**src/rtl/rsm_pkg.sv**
```systemverilog
`timescale 1ns / 1ps

package rsm_pkg;

  // Operation codes of an incoming item
  localparam logic [2:0] OP_VOTE_REQ    = 3'd0;
  localparam logic [2:0] OP_PRE_VOTE    = 3'd1;
  localparam logic [2:0] OP_VOTE_RESP   = 3'd2;
  localparam logic [2:0] OP_TIMEOUT     = 3'd3;
  localparam logic [2:0] OP_CONTACT     = 3'd4;
  localparam logic [2:0] OP_TIMEOUT_NOW = 3'd5;

  // Node roles
  localparam logic [1:0] ROLE_FOLLOWER  = 2'd0;
  localparam logic [1:0] ROLE_CANDIDATE = 2'd1;
  localparam logic [1:0] ROLE_LEADER    = 2'd2;

  localparam logic [4:0] TALLY_MAX = 5'd31;

  // One-hot decode of the operation; all zero for unused codes
  typedef struct packed {
    logic vote_req;
    logic pre_vote;
    logic vote_resp;
    logic timeout;
    logic contact;
    logic timeout_now;
  } op_flags_t;

  // Classified item as it travels from front to back (term carried separately)
  typedef struct packed {
    op_flags_t   op;
    logic [3:0]  sender_id;
    logic        vote_granted;
    logic [31:0] cand_last_index;
    logic [31:0] cand_last_term;
    logic [31:0] local_last_index;
    logic [31:0] local_last_term;
  } item_t;

  typedef struct packed {
    logic [31:0] reply_term;
    logic        accepted;
    logic [1:0]  role;
    logic [4:0]  known_leader;
    logic        start_vote_request;
    logic [31:0] request_last_index;
    logic [31:0] request_last_term;
  } result_t;

endpackage

```
**src/rtl/raft_election_state_machine_unit.sv**
```systemverilog
`timescale 1ns / 1ps

// An item waits in the input queue; the back end's state update then writes its result into the result queue.
// Throughput: one item per cycle while neither queue stalls it; the back end's state update is the loop.
// Queues of two entries on each side of the back end absorb stalls independently.
// Reset (rst, synchronous, active high): term 0, follower, no vote, no leader,
// tallies and log tail cleared, node_id 0, cluster_size 1, both queues empty.
module raft_election_state_machine_unit #(
  parameter int MAX_NODES = 16,
  parameter int TERM_BITS = 32
) (
  input  logic        clk,
  input  logic        rst,

  // APB-style configuration port
  input  logic        psel,
  input  logic        penable,
  input  logic        pwrite,
  input  logic [2:0]  paddr,
  input  logic [31:0] pwdata,
  output logic [31:0] prdata,
  output logic        pready,

  // item input queue side
  input  logic        push,
  output logic        full,
  input  logic [2:0]  operation,
  input  logic [31:0] msg_term,
  input  logic [3:0]  sender_id,
  input  logic        vote_granted,
  input  logic [31:0] cand_last_index,
  input  logic [31:0] cand_last_term,
  input  logic [31:0] local_last_index,
  input  logic [31:0] local_last_term,

  // result queue side
  output logic        empty,
  input  logic        pop,
  output logic [31:0] reply_term,
  output logic        accepted,
  output logic [1:0]  role,
  output logic [4:0]  known_leader,
  output logic        start_vote_request,
  output logic [31:0] request_last_index,
  output logic [31:0] request_last_term
);

  // Register map: node_id at byte 0, cluster_size at byte 4.
  localparam logic REG_NODE_ID      = 1'b0;
  localparam logic REG_CLUSTER_SIZE = 1'b1;

  logic [3:0]           node_id;
  logic [4:0]           cluster_size;
  logic                 cfg_wr;

  logic                 q_pop;
  logic                 q_empty;
  rsm_pkg::item_t       q_item;
  logic [TERM_BITS-1:0] q_term;
  rsm_pkg::result_t     res;

  // Configuration: writes land in the access phase; reads are a plain mux.
  assign pready = 1'b1;
  assign cfg_wr = psel && penable && pwrite && pready;

  always_ff @(posedge clk) begin
    if (rst) begin
      node_id      <= 4'd0;
      cluster_size <= 5'd1;
    end else if (cfg_wr) begin
      case (paddr[2])
        REG_NODE_ID:      node_id      <= pwdata[3:0];
        REG_CLUSTER_SIZE: cluster_size <= pwdata[4:0];
        default:          node_id      <= node_id;
      endcase
    end
  end

  always_comb begin
    case (paddr[2])
      REG_NODE_ID:      prdata = {28'd0, node_id};
      REG_CLUSTER_SIZE: prdata = {27'd0, cluster_size};
      default:          prdata = 32'd0;
    endcase
  end

  // Front end: decode and queue incoming items.
  rsm_front #(
    .TERM_BITS(TERM_BITS)
  ) u_front (
    .clk             (clk),
    .rst             (rst),
    .push            (push),
    .full            (full),
    .operation       (operation),
    .msg_term        (msg_term),
    .sender_id       (sender_id),
    .vote_granted    (vote_granted),
    .cand_last_index (cand_last_index),
    .cand_last_term  (cand_last_term),
    .local_last_index(local_last_index),
    .local_last_term (local_last_term),
    .q_pop           (q_pop),
    .q_empty         (q_empty),
    .q_item          (q_item),
    .q_term          (q_term)
  );

  // Back end: election state update and result queue.
  rsm_back #(
    .MAX_NODES(MAX_NODES),
    .TERM_BITS(TERM_BITS)
  ) u_back (
    .clk         (clk),
    .rst         (rst),
    .node_id     (node_id),
    .cluster_size(cluster_size),
    .q_empty     (q_empty),
    .q_item      (q_item),
    .q_term      (q_term),
    .q_pop       (q_pop),
    .pop         (pop),
    .empty       (empty),
    .res         (res)
  );

  assign reply_term         = res.reply_term;
  assign accepted           = res.accepted;
  assign role               = res.role;
  assign known_leader       = res.known_leader;
  assign start_vote_request = res.start_vote_request;
  assign request_last_index = res.request_last_index;
  assign request_last_term  = res.request_last_term;

endmodule

```
**src/rtl/rsm_fifo.sv**
```systemverilog
`timescale 1ns / 1ps

module rsm_fifo #(
  parameter int WIDTH = 8,
  parameter int DEPTH = 2
) (
  input  logic             clk,
  input  logic             rst,
  input  logic             push,
  input  logic [WIDTH-1:0] din,
  output logic             full,
  input  logic             pop,
  output logic [WIDTH-1:0] dout,
  output logic             empty
);

  localparam int PW = (DEPTH > 1) ? $clog2(DEPTH) : 1;
  localparam int CW = $clog2(DEPTH + 1);

  logic [WIDTH-1:0] mem [DEPTH];
  logic [PW-1:0]    wr_ptr;
  logic [PW-1:0]    rd_ptr;
  logic [CW-1:0]    count;
  logic             do_push;
  logic             do_pop;

  assign full    = (count == CW'(DEPTH));
  assign empty   = (count == '0);
  assign do_push = push && !full;
  assign do_pop  = pop && !empty;
  assign dout    = mem[rd_ptr];

  always_ff @(posedge clk) begin
    if (do_push) begin
      mem[wr_ptr] <= din;
    end
  end

  always_ff @(posedge clk) begin
    if (rst) begin
      wr_ptr <= '0;
      rd_ptr <= '0;
      count  <= '0;
    end else begin
      if (do_push) begin
        wr_ptr <= (wr_ptr == PW'(DEPTH - 1)) ? '0 : wr_ptr + 1'b1;
      end
      if (do_pop) begin
        rd_ptr <= (rd_ptr == PW'(DEPTH - 1)) ? '0 : rd_ptr + 1'b1;
      end
      if (do_push && !do_pop) begin
        count <= count + 1'b1;
      end else if (do_pop && !do_push) begin
        count <= count - 1'b1;
      end
    end
  end

endmodule

```
**src/rtl/rsm_front.sv**
```systemverilog
`timescale 1ns / 1ps

// Decodes the operation, trims or zero-extends the term to TERM_BITS, queues the item.
module rsm_front #(
  parameter int TERM_BITS = 32
) (
  input  logic                 clk,
  input  logic                 rst,
  input  logic                 push,
  output logic                 full,
  input  logic [2:0]           operation,
  input  logic [31:0]          msg_term,
  input  logic [3:0]           sender_id,
  input  logic                 vote_granted,
  input  logic [31:0]          cand_last_index,
  input  logic [31:0]          cand_last_term,
  input  logic [31:0]          local_last_index,
  input  logic [31:0]          local_last_term,
  input  logic                 q_pop,
  output logic                 q_empty,
  output rsm_pkg::item_t       q_item,
  output logic [TERM_BITS-1:0] q_term
);

  localparam int TW = (TERM_BITS > 32) ? TERM_BITS : 32;
  localparam int QW = TERM_BITS + $bits(rsm_pkg::item_t);

  rsm_pkg::op_flags_t   flags;
  rsm_pkg::item_t       item;
  logic [TW-1:0]        term_wide;
  logic [TERM_BITS-1:0] term;
  logic [QW-1:0]        q_dout;

  always_comb begin
    flags = '0;
    case (operation)
      rsm_pkg::OP_VOTE_REQ:    flags.vote_req    = 1'b1;
      rsm_pkg::OP_PRE_VOTE:    flags.pre_vote    = 1'b1;
      rsm_pkg::OP_VOTE_RESP:   flags.vote_resp   = 1'b1;
      rsm_pkg::OP_TIMEOUT:     flags.timeout     = 1'b1;
      rsm_pkg::OP_CONTACT:     flags.contact     = 1'b1;
      rsm_pkg::OP_TIMEOUT_NOW: flags.timeout_now = 1'b1;
      default:                 flags = '0;
    endcase
  end

  assign term_wide = TW'(msg_term);
  assign term      = term_wide[TERM_BITS-1:0];

  always_comb begin
    item.op               = flags;
    item.sender_id        = sender_id;
    item.vote_granted     = vote_granted;
    item.cand_last_index  = cand_last_index;
    item.cand_last_term   = cand_last_term;
    item.local_last_index = local_last_index;
    item.local_last_term  = local_last_term;
  end

  rsm_fifo #(
    .WIDTH(QW),
    .DEPTH(2)
  ) u_queue (
    .clk  (clk),
    .rst  (rst),
    .push (push),
    .din  ({term, item}),
    .full (full),
    .pop  (q_pop),
    .dout (q_dout),
    .empty(q_empty)
  );

  assign q_term = q_dout[QW-1 -: TERM_BITS];
  assign q_item = q_dout[$bits(rsm_pkg::item_t)-1:0];

endmodule

```
**src/rtl/rsm_back.sv**
```systemverilog
`timescale 1ns / 1ps

// Election state and per-item update; one item per cycle into the result queue unless no item waits or it is full.
module rsm_back #(
  parameter int MAX_NODES = 16,
  parameter int TERM_BITS = 32
) (
  input  logic                 clk,
  input  logic                 rst,
  input  logic [3:0]           node_id,
  input  logic [4:0]           cluster_size,
  input  logic                 q_empty,
  input  rsm_pkg::item_t       q_item,
  input  logic [TERM_BITS-1:0] q_term,
  output logic                 q_pop,
  input  logic                 pop,
  output logic                 empty,
  output rsm_pkg::result_t     res
);

  localparam int NB = $clog2(MAX_NODES + 1);
  localparam int IW = (NB > 5) ? NB : 5;
  localparam int TW = (TERM_BITS > 32) ? TERM_BITS : 32;
  localparam logic [IW-1:0] NO_NODE = IW'(MAX_NODES);

  logic [TERM_BITS-1:0] current_term, current_term_next;
  logic [1:0]           node_role, node_role_next;
  logic [IW-1:0]        voted_for, voted_for_next;
  logic [4:0]           votes_for_me, votes_for_me_next;
  logic [4:0]           votes_against_me, votes_against_me_next;
  logic                 election_decided, election_decided_next;
  logic [31:0]          tail_index, tail_index_next;
  logic [31:0]          tail_term, tail_term_next;
  logic [IW-1:0]        leader_seen, leader_seen_next;

  logic                 out_full;
  logic                 advance;
  logic                 acc;
  logic                 start;
  logic                 term_lt;
  logic                 term_gt;
  logic                 up_to_date;
  logic [IW-1:0]        sender;
  logic [IW-1:0]        vote_rec;
  logic [IW-1:0]        cs_ext;
  logic [IW-1:0]        members;
  logic [IW-1:0]        quorum;
  logic [TW-1:0]        term_wide;
  rsm_pkg::result_t     result;

  assign advance = !q_empty && !out_full;
  assign q_pop   = advance;

  assign term_lt    = q_term < current_term;
  assign term_gt    = q_term > current_term;
  assign up_to_date = (q_item.cand_last_term > tail_term) ||
                      ((q_item.cand_last_term == tail_term) &&
                       (q_item.cand_last_index >= tail_index));
  assign sender     = IW'(q_item.sender_id);
  // vote record as seen after a possible term adoption
  assign vote_rec   = term_gt ? NO_NODE : voted_for;
  assign cs_ext     = IW'(cluster_size);
  assign members    = (cs_ext > IW'(MAX_NODES)) ? IW'(MAX_NODES) : cs_ext;
  assign quorum     = (members >> 1) + IW'(1);

  always_comb begin
    current_term_next     = current_term;
    node_role_next        = node_role;
    voted_for_next        = voted_for;
    votes_for_me_next     = votes_for_me;
    votes_against_me_next = votes_against_me;
    election_decided_next = election_decided;
    tail_index_next       = tail_index;
    tail_term_next        = tail_term;
    leader_seen_next      = leader_seen;
    acc                   = 1'b0;
    start                 = 1'b0;

    if (q_item.op.vote_req) begin
      if (!term_lt) begin
        if (term_gt) begin
          current_term_next = q_term;
          voted_for_next    = NO_NODE;
          node_role_next    = rsm_pkg::ROLE_FOLLOWER;
        end
        if (((vote_rec == NO_NODE) || (vote_rec == sender)) && up_to_date) begin
          voted_for_next = sender;
          acc            = 1'b1;
        end
      end
    end

    if (q_item.op.pre_vote) begin
      acc = up_to_date;
    end

    if (q_item.op.vote_resp && !election_decided) begin
      if (term_gt) begin
        current_term_next     = q_term;
        voted_for_next        = NO_NODE;
        node_role_next        = rsm_pkg::ROLE_FOLLOWER;
        election_decided_next = 1'b1;
      end else if (!term_lt && (node_role == rsm_pkg::ROLE_CANDIDATE)) begin
        if (q_item.vote_granted) begin
          if (votes_for_me != rsm_pkg::TALLY_MAX) begin
            votes_for_me_next = votes_for_me + 5'd1;
          end
        end else if (votes_against_me != rsm_pkg::TALLY_MAX) begin
          votes_against_me_next = votes_against_me + 5'd1;
        end
        if (IW'(votes_for_me_next) >= quorum) begin
          election_decided_next = 1'b1;
          node_role_next        = rsm_pkg::ROLE_LEADER;
        end
      end
    end

    if (q_item.op.timeout && (node_role != rsm_pkg::ROLE_LEADER)) begin
      // term saturates at all ones
      if (!(&current_term)) begin
        current_term_next = current_term + 1'b1;
      end
      node_role_next        = (cluster_size <= 5'd1) ? rsm_pkg::ROLE_LEADER
                                                     : rsm_pkg::ROLE_CANDIDATE;
      voted_for_next        = IW'(node_id);
      votes_for_me_next     = 5'd1;
      votes_against_me_next = 5'd0;
      election_decided_next = 1'b0;
      tail_index_next       = q_item.local_last_index;
      tail_term_next        = q_item.local_last_term;
      start                 = 1'b1;
    end

    if (q_item.op.contact && !term_lt) begin
      if (term_gt) begin
        current_term_next = q_term;
        voted_for_next    = NO_NODE;
        node_role_next    = rsm_pkg::ROLE_FOLLOWER;
      end else if (node_role == rsm_pkg::ROLE_CANDIDATE) begin
        node_role_next = rsm_pkg::ROLE_FOLLOWER;
      end
      leader_seen_next = sender;
      tail_index_next  = q_item.local_last_index;
      tail_term_next   = q_item.local_last_term;
      acc              = 1'b1;
    end

    if (q_item.op.timeout_now && !term_lt) begin
      if (term_gt) begin
        current_term_next = q_term;
        voted_for_next    = NO_NODE;
        node_role_next    = rsm_pkg::ROLE_CANDIDATE;
      end
      acc = 1'b1;
    end
  end

  assign term_wide = TW'(current_term_next);

  always_comb begin
    result.reply_term         = term_wide[31:0];
    result.accepted           = acc;
    result.role               = node_role_next;
    result.known_leader       = leader_seen_next[4:0];
    result.start_vote_request = start;
    result.request_last_index = start ? tail_index_next : 32'd0;
    result.request_last_term  = start ? tail_term_next : 32'd0;
  end

  always_ff @(posedge clk) begin
    if (rst) begin
      current_term     <= '0;
      node_role        <= rsm_pkg::ROLE_FOLLOWER;
      voted_for        <= NO_NODE;
      votes_for_me     <= '0;
      votes_against_me <= '0;
      election_decided <= 1'b0;
      tail_index       <= '0;
      tail_term        <= '0;
      leader_seen      <= NO_NODE;
    end else if (advance) begin
      current_term     <= current_term_next;
      node_role        <= node_role_next;
      voted_for        <= voted_for_next;
      votes_for_me     <= votes_for_me_next;
      votes_against_me <= votes_against_me_next;
      election_decided <= election_decided_next;
      tail_index       <= tail_index_next;
      tail_term        <= tail_term_next;
      leader_seen      <= leader_seen_next;
    end
  end

  rsm_fifo #(
    .WIDTH($bits(rsm_pkg::result_t)),
    .DEPTH(2)
  ) u_out_queue (
    .clk  (clk),
    .rst  (rst),
    .push (advance),
    .din  (result),
    .full (out_full),
    .pop  (pop),
    .dout (res),
    .empty(empty)
  );

endmodule

```
**config.mk**
```make
export PLATFORM = sky130hd
export DESIGN_NAME = raft_election_state_machine_unit
export DESIGN_NICKNAME = d
export VERILOG_FILES = /design/src/rtl/rsm_pkg.sv /design/src/rtl/raft_election_state_machine_unit.sv /design/src/rtl/rsm_fifo.sv /design/src/rtl/rsm_front.sv /design/src/rtl/rsm_back.sv
export SDC_FILE = /design/constraint.sdc
export NUM_CORES = 1
export LEC_CHECK = 0
export ABC_AREA = 1
export BUFFER_PORTS_ARGS = -buffer_cell sky130_fd_sc_hd__buf_4
export CAP_MARGIN = 10
export CORE_MARGIN = 5
export CORE_UTILIZATION = 50
export CTS_BUF_LIST = sky130_fd_sc_hd__clkbuf_4
export CTS_CLUSTER_SIZE = 24
export DETAILED_ROUTE_END_ITERATION = 7
export PLACE_DENSITY = 0.7
export SLEW_MARGIN = 30
export SYNTH_ARGS = -nofsm -noshare
export SYNTH_HDL_FRONTEND = slang
export SYNTH_HIERARCHICAL = 1
export SYNTH_SLANG_ARGS = --single-unit
```
**constraint.sdc**
```tcl
create_clock -name clk -period 10.55 [get_ports clk]
set_input_delay 0.5275 -clock clk [delete_from_list [all_inputs] [get_ports clk]]
set_output_delay 0.5275 -clock clk [all_outputs]
set_load 0.02 [all_outputs]
```
==> impl_results.rst, run 1 <==
.. list-table::
   :header-rows: 1

   * - Metric
     - Value
   * - Worst-skew pair later-pin latency
     - around 1000 ps
   * - Number of clock sinks
     - 685
   * - Antenna viol nets, final
     - 0
   * - Number of placement rows
     - 92
   * - Detailed router's first-iteration violation count
     - 1317
   * - Total negative slack
     - 0 ps
   * - Outcome
     - completed
   * - Sum of overflow across all layers after global routing
     - 0
   * - GR Util All Layers
     - 0.220
   * - Post-detailed-route DRC marker count
     - 0
   * - Number of ports placed on the die boundary
     - 350
   * - Post-synth EDFFs
     - 552
   * - Maximum achievable frequency
     - 0.202 GHz
   * - Critical Path Slowest Stage Cell
     - dfxtp_4
   * - Share of synthesized flip-flops with an asynchronous set or reset
     - 0
   * - Maximum level of the CTS H-tree
     - 4
   * - Largest fanout of any net on the critical path
     - 128
   * - Effective utilization at floorplan
     - 0.505
   * - Maximum vdd ir drop
     - 0.254 mV
   * - Pin count of the biggest net entering global routing
     - 129
   * - Utilization after layout
     - 0.619
   * - Die Area
     - 68900 µm²
   * - Cell area after synthesis
     - 31900 µm²
   * - Signed area change from the synthesized netlist to the final layout
     - 22.5%
   * - Routability congestion estimate from global placement
     - approximately 0.88
   * - Buffer levels on the longest clock path
     - 3
   * - Global-route wire length before repair
     - between 100 and 150 mm
   * - NumNets Final
     - 3606
   * - Minimum clock period after layout
     - 4950 ps
   * - Detail Placement HPWL
     - 48.7 mm
   * - Placeable Area
     - 63100 µm²
   * - Library cell appearing most often on the critical path
     - nand2_1
   * - Y dimension of the die
     - 262 µm
   * - I/O Buffers
     - 292
   * - Sequence of cells on the critical path
     - buf_12 > mux2_4 > ha_1 > nand2_1 > inv_1 > o21ai_0 > nand3_1 > a31oi_1 > nand3_1 > o21ai_0 > inv_1 > nand2_1 > nand2_1 > nand3_1 > nand2_1 > nand2_1 > nand2_1 > nand2_1 > a21oi_1
   * - WP data required
     - 11320 ps
   * - Synthesis Warnings
     - 6
   * - Leakage power
     - 16.4 nW
   * - Top FF cell, synth
     - edfxtp_1
   * - Worst setup slack for register-to-register paths
     - approximately 5600 ps
   * - Register bit count reported by yosys
     - around 700
   * - Delay of the slowest cell on the worst path
     - 920 ps
   * - Post-cts gate resize count
     - 0
   * - Count of cell types in the netlist
     - 56
   * - Dominant delay contributor by cell family on the critical path
     - compound AO/OA/AOI/OAI gates
   * - Cell types with the largest area share after synthesis
     - edfxtp_1 (52%), dfxtp_1 (8.4%), mux2_4 (6.6%)
   * - Slew margin rel.
     - 0.330
   * - Detailed Route WL
     - 77.8 mm
   * - Setup repair after global routing missed its margin
     - false
   * - Vias in the first global route
     - around 23000
   * - Per-instance average area after synthesis
     - 11.8 µm²
   * - Final hold violations
     - 0
   * - Proportion of synthesized chip area in sequential cells
     - 0.604
   * - Setup crit start kind
     - flop
   * - Clock buffers created by TritonCTS
     - 177
   * - Initial antenna violation count
     - 10
   * - CTS root buf
     - clkbuf_4
   * - WL per Instance
     - 18.1 µm
   * - TritonCTS clock tree
     - built
   * - Number of detailed-route iterations in the first pass
     - 7
   * - Part of the cycle the worst path needs
     - 0.470
   * - Power per cell area
     - 293 nW/µm²
   * - Drt via density
     - 5.18
   * - Synthesized instance count
     - 2711
   * - Max capacitance violation total
     - 0
   * - Slew at the pin closest to its max-slew limit
     - 1010 ps
   * - Worst clock skew on the final layout
     - a little over 70 ps
   * - Classification of the worst setup path
     - flop to flop
   * - CP endpoint kind
     - flop
   * - CP bufs+invs
     - 3
   * - Ranking of synthesized cells by instance count
     - edfxtp_1 (552), inv_1 (373), nand2_1 (355)
   * - Top cell type's share of synthesized area
     - 0.520
   * - Vias
     - 22300
   * - Number of setup violations in the final report
     - 0
   * - Ratio of cells with drive above 1 in the final layout
     - 0.275
   * - Width of the chip
     - 262 µm
   * - Number of pins exceeding their max-slew limit in the final report
     - 0
   * - Setup Buffers After CTS
     - 0
   * - Register clock-pin slew on the reported worst setup and hold paths
     - 60 ps
   * - Top-count cell post-synth
     - edfxtp_1
   * - Worst endpoint data arrival time
     - 5720 ps
   * - Top cell type by total area after synthesis
     - edfxtp_1
   * - Hold WC Path Type
     - input pin to flop
per-layer routing:
metal | global-route usage | vias to the layer above | wire length, µm
met5 | 0 | - | 0
met4 | 0.0851 | 0 | 1950
met3 | 0.0562 | 143 | 5430
met2 | 0.375 | 828 | 38600
met1 | 0.269 | 10700 | 31800
li1 | - | 10600 | -
registers in the layout, indices dropped and copies added, names as in the netlist, 2 cells and up, named ones only:
signal / flops
u_front/u_queue/mem: 342
u_back/u_out_queue/mem: 210
u_back/current_term: 32
u_back/tail_index: 32
u_back/tail_term: 32
cluster_size: 5
u_back/leader_seen: 5
u_back/voted_for: 5
u_back/votes_for_me: 5
node_id: 4
u_back/node_role: 2
u_back/u_out_queue/count: 2
u_front/u_queue/count: 2
kinds of logic after synthesis:
| logic type | share of synthesized area |
|---|---|
| compound gates | 0.0770 |
| xor+xnor | 0.00550 |
| fa+ha+maj | 0.0416 |
| buf+inv | 0.0713 |
| flops | 0.604 |
| mux | 0.114 |
| other cells | 0.000353 |
| simple gates | 0.0861 |
cell usage in the layout (no fill, tap or decap), drive strengths merged, types with 2 or more instances in the layout:
master | synthesis | routed
and2 | 2 | 2
nand3 | 60 | 60
o21ai | 244 | 244
bufinv | 0 | 3
nor4 | 11 | 11
conb | 3 | 29
o211ai | 5 | 5
or2 | 4 | 4
dlygate4sd3 | 0 | 190
inv | 378 | 383
o2111ai | 3 | 3
ha | 106 | 106
nand3b | 3 | 3
dfxtp | 133 | 133
mux2 | 277 | 277
nand4 | 12 | 12
nor2 | 181 | 181
clkinv | 3 | 36
a22oi | 2 | 2
clkbuf | 54 | 289
o22ai | 5 | 5
edfxtp | 552 | 552
nor3 | 14 | 14
diode | 0 | 10
a21oi | 172 | 172
o41ai | 2 | 2
buf | 77 | 315
nand2 | 364 | 364
xor2 | 19 | 19
a31oi | 2 | 2
o31ai | 2 | 2
o221ai | 12 | 12
worst reg2reg max path, stage by stage, from the launching register on:
cell,delay (ps)
dfxtp_4,920
buf_12,720
mux2_4,570
ha_1,320
nand2_1,70
inv_1,30
o21ai_0,210
nand3_1,120
a31oi_1,400
nand3_1,230
o21ai_0,380
inv_1,230
nand2_1,190
nand2_1,70
nand3_1,70
nand2_1,50
nand2_1,50
nand2_1,50
nand2_1,70
a21oi_1,50
final cells by class:
type	count	area, µm²
clock inverters	42	268
diodes	10	25.0
well taps	846	1060
repair buffers	505	4330
inverters	381	1440
fillers	4894	24000
flip-flops and latches	685	19200
multi-input cells	1540	10500
clock buffers	289	2170
stage by stage:
stage	worst slack (ps)	total power [W]	cells	instance area, µm²	hold WS, ps
final	5600	0.0114	4298	39000	176
after global routing	5200	0.0122	4297	39000	127
after floorplan	2070	0.00763	2737	32000	436
after detailed placement	5530	0.00901	3767	34700	463
after CTS	5510	0.0115	4288	39000	78.2
after global placement	5570	0.00881	3765	34600	449
report_power, final:
part           switching, W  internal (W)  total [W]
logic               0.00310       0.00182    0.00492
registers          0.000278       0.00386    0.00414
clock network       0.00107       0.00131    0.00239
timing repair:
action / CTS / global route
hold buffers: 190 / 0
endpoints found under the hold margin: 354 / 0
endpoints found under the setup margin: 0 / 0
final timing paths:
path,to,start,cells past startpoint
setup / recovery,u_back/voted_for[1],flop,19
hold / removal,u_back/current_term[2],rst,4
hold reg to reg,u_back/leader_seen[4],u_back/leader_seen[4],2
setup reg to reg,u_back/voted_for[1],flop,19
Note: power is estimated with default switching activity, not from simulation.
==> run 2: changes to the inputs <==
--- a/config.mk
+++ b/config.mk
@@ -13,7 +13,7 @@
 export CTS_BUF_LIST = sky130_fd_sc_hd__clkbuf_4
 export CTS_CLUSTER_SIZE = 24
 export DETAILED_ROUTE_END_ITERATION = 7
-export PLACE_DENSITY = 0.7
+export PLACE_DENSITY = 0.72
 export SLEW_MARGIN = 30
 export SYNTH_ARGS = -nofsm -noshare
 export SYNTH_HDL_FRONTEND = slang
==> constraint.sdc (replaced) <==
create_clock -name clk -period 4.2 [get_ports clk]
set_input_delay 0.21 -clock clk [delete_from_list [all_inputs] [get_ports clk]]
set_output_delay 0.21 -clock clk [all_outputs]
set_load 0.02 [all_outputs]
==> impl_results.rst, run 2 (same netlist as run 1, synthesis figures left out) <==
.. list-table::
   :header-rows: 1

   * - Metric
     - Value
   * - Global-route wire length before repair
     - 130 mm (was 121 mm)
   * - Number of placement rows
     - 92 (unchanged)
   * - Vias
     - 23200 (was 22300)
   * - Leakage power
     - 17.2 nW (was 16.4 nW)
   * - Placed Instances
     - 3780 (was 3767)
   * - Classification of the worst setup path
     - flop to flop (unchanged)
   * - Power per cell area
     - 716 nW/µm² (was 293 nW/µm²)
   * - Worst endpoint data arrival time
     - 4780 ps (was 5720 ps)
   * - Largest fanout of any net on the critical path
     - 26 (was 128)
   * - NumNets Final
     - 3791 (was 3606)
   * - Final hold slack
     - 146 ps (was 176 ps)
   * - Commonest cells after routing, fill and taps aside
     - edfxtp_1 (552), inv_1 (372), dlygate4sd3_1 (360) (was edfxtp_1 (552), inv_1 (372), nand2_1 (354))
   * - Startpoint of the lowest-slack hold path
     - operation[2] (was rst)
   * - Buffer levels on the longest clock path
     - 3 (unchanged)
   * - Max capacitance violation total
     - 0 (unchanged)
   * - Setup crit start kind
     - flop (unchanged)
   * - Part of the cycle the worst path needs
     - 0.926 (was 0.470)
   * - Signed area change from the synthesized netlist to the final layout
     - 28.3% (was 22.5%)
   * - Minimum clock period after layout
     - 3890 ps (was 4950 ps)
   * - Top register by number of flip-flops
     - u_front/u_queue/mem (unchanged)
   * - Pwr Total
     - 0.0293 W (was 0.0114 W)
   * - GR Util All Layers
     - 0.234 (was 0.220)
   * - Detail Placement HPWL
     - 48.9 mm (was 48.7 mm)
   * - Die Area
     - 68900 µm² (unchanged)
   * - Worst-skew pair later-pin latency
     - 1060 ps (was 990 ps)
   * - Slew at the pin closest to its max-slew limit
     - 990 ps (was 1010 ps)
   * - Total negative slack
     - 0 ps (unchanged)
   * - Number of standard cells in the final layout excluding fillers
     - 4485 (was 4298)
   * - Filler cell count in the final layout
     - 4611 (was 4894)
   * - Setup Buffers After CTS
     - 0 (unchanged)
   * - Worst setup slack for register-to-register paths
     - 310 ps (was 5600 ps)
   * - Width of the chip
     - 262 µm (unchanged)
   * - Worst clock skew on the final layout
     - 123 ps (was 71.5 ps)
   * - Placeable Area
     - 63100 µm² (unchanged)
   * - Register clock-pin slew on the reported worst setup and hold paths
     - 70 ps (was 60 ps)
   * - Hold WC Path Type
     - input pin to flop (unchanged)
   * - Reg2reg end
     - u_back/current_term[11] (was u_back/voted_for[1])
   * - Critical Path Slowest Stage Cell
     - dfxtp_4 (unchanged)
   * - Delay of the slowest cell on the worst path
     - 420 ps (was 920 ps)
   * - Largest registers
     - u_front/u_queue/mem x342, u_back/u_out_queue/mem x210 (unchanged)
   * - Library cell appearing most often on the critical path
     - nand2_1 (unchanged)
   * - Detailed Route WL
     - 83.3 mm (was 77.8 mm)
   * - Number of setup violations in the final report
     - 0 (unchanged)
   * - Maximum achievable frequency
     - 0.257 GHz (was 0.202 GHz)
   * - Pin count of the biggest net entering global routing
     - 107 (was 129)
   * - Maximum vdd ir drop
     - 0.455 mV (was 0.254 mV)
   * - Clock buffers created by TritonCTS
     - 179 (was 177)
   * - Ratio of cells with drive above 1 in the final layout
     - 0.263 (was 0.275)
   * - Y dimension of the die
     - 262 µm (unchanged)
   * - TritonCTS clock tree
     - built (unchanged)
   * - Post-detailed-route DRC marker count
     - 0 (unchanged)
   * - Routability congestion estimate from global placement
     - 0.901 (was 0.876)
   * - Number of pins exceeding their max-slew limit in the final report
     - 0 (unchanged)
   * - Setup repair after global routing missed its margin
     - false (unchanged)
   * - Maximum level of the CTS H-tree
     - 4 (unchanged)
   * - WL per Instance
     - 18.6 µm (was 18.1 µm)
   * - Utilization after layout
     - 0.648 (was 0.619)
   * - Outcome
     - completed (unchanged)
   * - Worst-case hold path end point
     - u_front/u_queue/mem[0][137] (was u_back/current_term[2])
   * - Drt via density
     - 5.17 (was 5.18)
   * - Sequence of cells on the critical path
     - buf_12 > mux2_2 > ha_1 > nand2_1 > nor2_1 > nand2_1 > nor2_1 > nand2_1 > nand2_2 > nand2_1 > nor2_1 > nor2_4 > buf_4 > nand2_4 > o21ai_0 > a21oi_1 > o21ai_1 > o21ai_0 > inv_1 (was buf_12 > mux2_4 > ha_1 > nand2_1 > inv_1 > o21ai_0 > nand3_1 > a31oi_1 > nand3_1 > o21ai_0 > inv_1 > nand2_1 > nand2_1 > nand3_1 > nand2_1 > nand2_1 > nand2_1 > nand2_1 > a21oi_1)
   * - Detailed router's first-iteration violation count
     - 1607 (was 1317)
   * - Number of flip-flops in the largest register
     - 342 (unchanged)
   * - Antenna viol nets, final
     - 0 (unchanged)
   * - CTS root buf
     - clkbuf_4 (unchanged)
   * - Effective utilization at floorplan
     - 0.505 (unchanged)
   * - Vias in the first global route
     - 24500 (was 23000)
   * - Number of detailed-route iterations in the first pass
     - 5 (was 7)
   * - Number of ports placed on the die boundary
     - 350 (unchanged)
   * - Slew margin rel.
     - 0.340 (was 0.330)
   * - Sum of overflow across all layers after global routing
     - 0 (unchanged)
   * - I/O Buffers
     - 292 (unchanged)
   * - Worst hold path cell count
     - 3 (was 4)
   * - Final hold violations
     - 0 (unchanged)
   * - Number of clock sinks
     - 685 (unchanged)
   * - Initial antenna violation count
     - 10 (unchanged)
   * - WP data required
     - 5090 ps (was 11320 ps)
   * - CP endpoint kind
     - flop (unchanged)
   * - Path depth of the worst reg2reg path
     - 19 (unchanged)
   * - Leading cell type in the layout, fill and taps excluded
     - edfxtp_1 (unchanged)
run 2: cell count changes in the layout (fill, tap and decap cells not counted), moves of 2 or more:
| cell | delta |
|---|---|
| diode_2 | -2 |
| dlygate4sd3_1 | +170 |
| clkinv_4 | +3 |
| bufinv_16 | -2 |
| clkinv_2 | +5 |
| buf_12 | +11 |
| clkbuf_4 | -14 |
| buf_16 | -2 |
| clkinv_1 | +11 |
| inv_8 | +2 |
| buf_4 | +4 |
run 2: repair_timing:
| item | 4_1_cts | 5_1_grt |
|---|---|---|
| resized for setup | 0 | 2 |
| hold endpoints to repair | 420 | 0 |
| hold buffers | 360 | 0 |
| endpoints found under the setup margin | 0 | 2 |
run 2: metal layers:
metal,track usage,up-vias,share of wire
met5,0,-,0.00028
li1,-,11000,-
met4,0.0928,4,0.027
met2,0.413,885,0.51
met3,0.0606,168,0.068
met1,0.275,11200,0.39
run 2: report_power, final:
group / leakage (nW) / internal, W / total, W / switching [W]
clock network: 1.44 / 0.00309 / 0.00600 / 0.00291
logic: 9.47 / 0.00485 / 0.0129 / 0.00808
registers: 6.27 / 0.00970 / 0.0103 / 0.000632
total: 17.2 / 0.0176 / 0.0293 / 0.0116
run 2: how the worst max path moves through the flow:
stage / endpoint / slack [ps] / cells after the start
finish: u_back/current_term[11] / 310 / 19
global route: u_back/voted_for[0] / 70 / 22
CTS: u_back/voted_for[0] / 220 / 17
detailed placement: u_back/voted_for[0] / 270 / 17
global placement: u_back/voted_for[0] / 220 / 17
floorplan: u_front/u_queue/mem[0][0] / -1300 / 2
run 2: cell type report:
type,count,area (µm²),share of cell area
antenna,8,20.0,0.000490
clock buffer,275,2060,0.0505
clock inverter,62,335,0.00820
inverter,381,1440,0.0351
multi-input combinational,1540,10500,0.257
sequential,685,19200,0.471
tap,846,1060,0.0259
timing repair buffer,688,6230,0.152
run 2: metrics by stage:
step	setup slack (ps)	cell area, µm²
2_1_floorplan	-1300	32000
3_3_place_gp	222	34800
3_5_place_dp	266	34800
4_1_cts	215	40900
5_1_grt	73.5	40900
6_report	310	40900
run 2: worst max-delay path, delay by kind of cell (launching register included):
kind                       cells  cell delay (ps)
DFF                            1              420
AOI/OAI and AO/OA              4              710
adders and majority gates      1              310
buffers and inverters          3              470
muxes                          1              410
and+or+nand+nor               10             1480
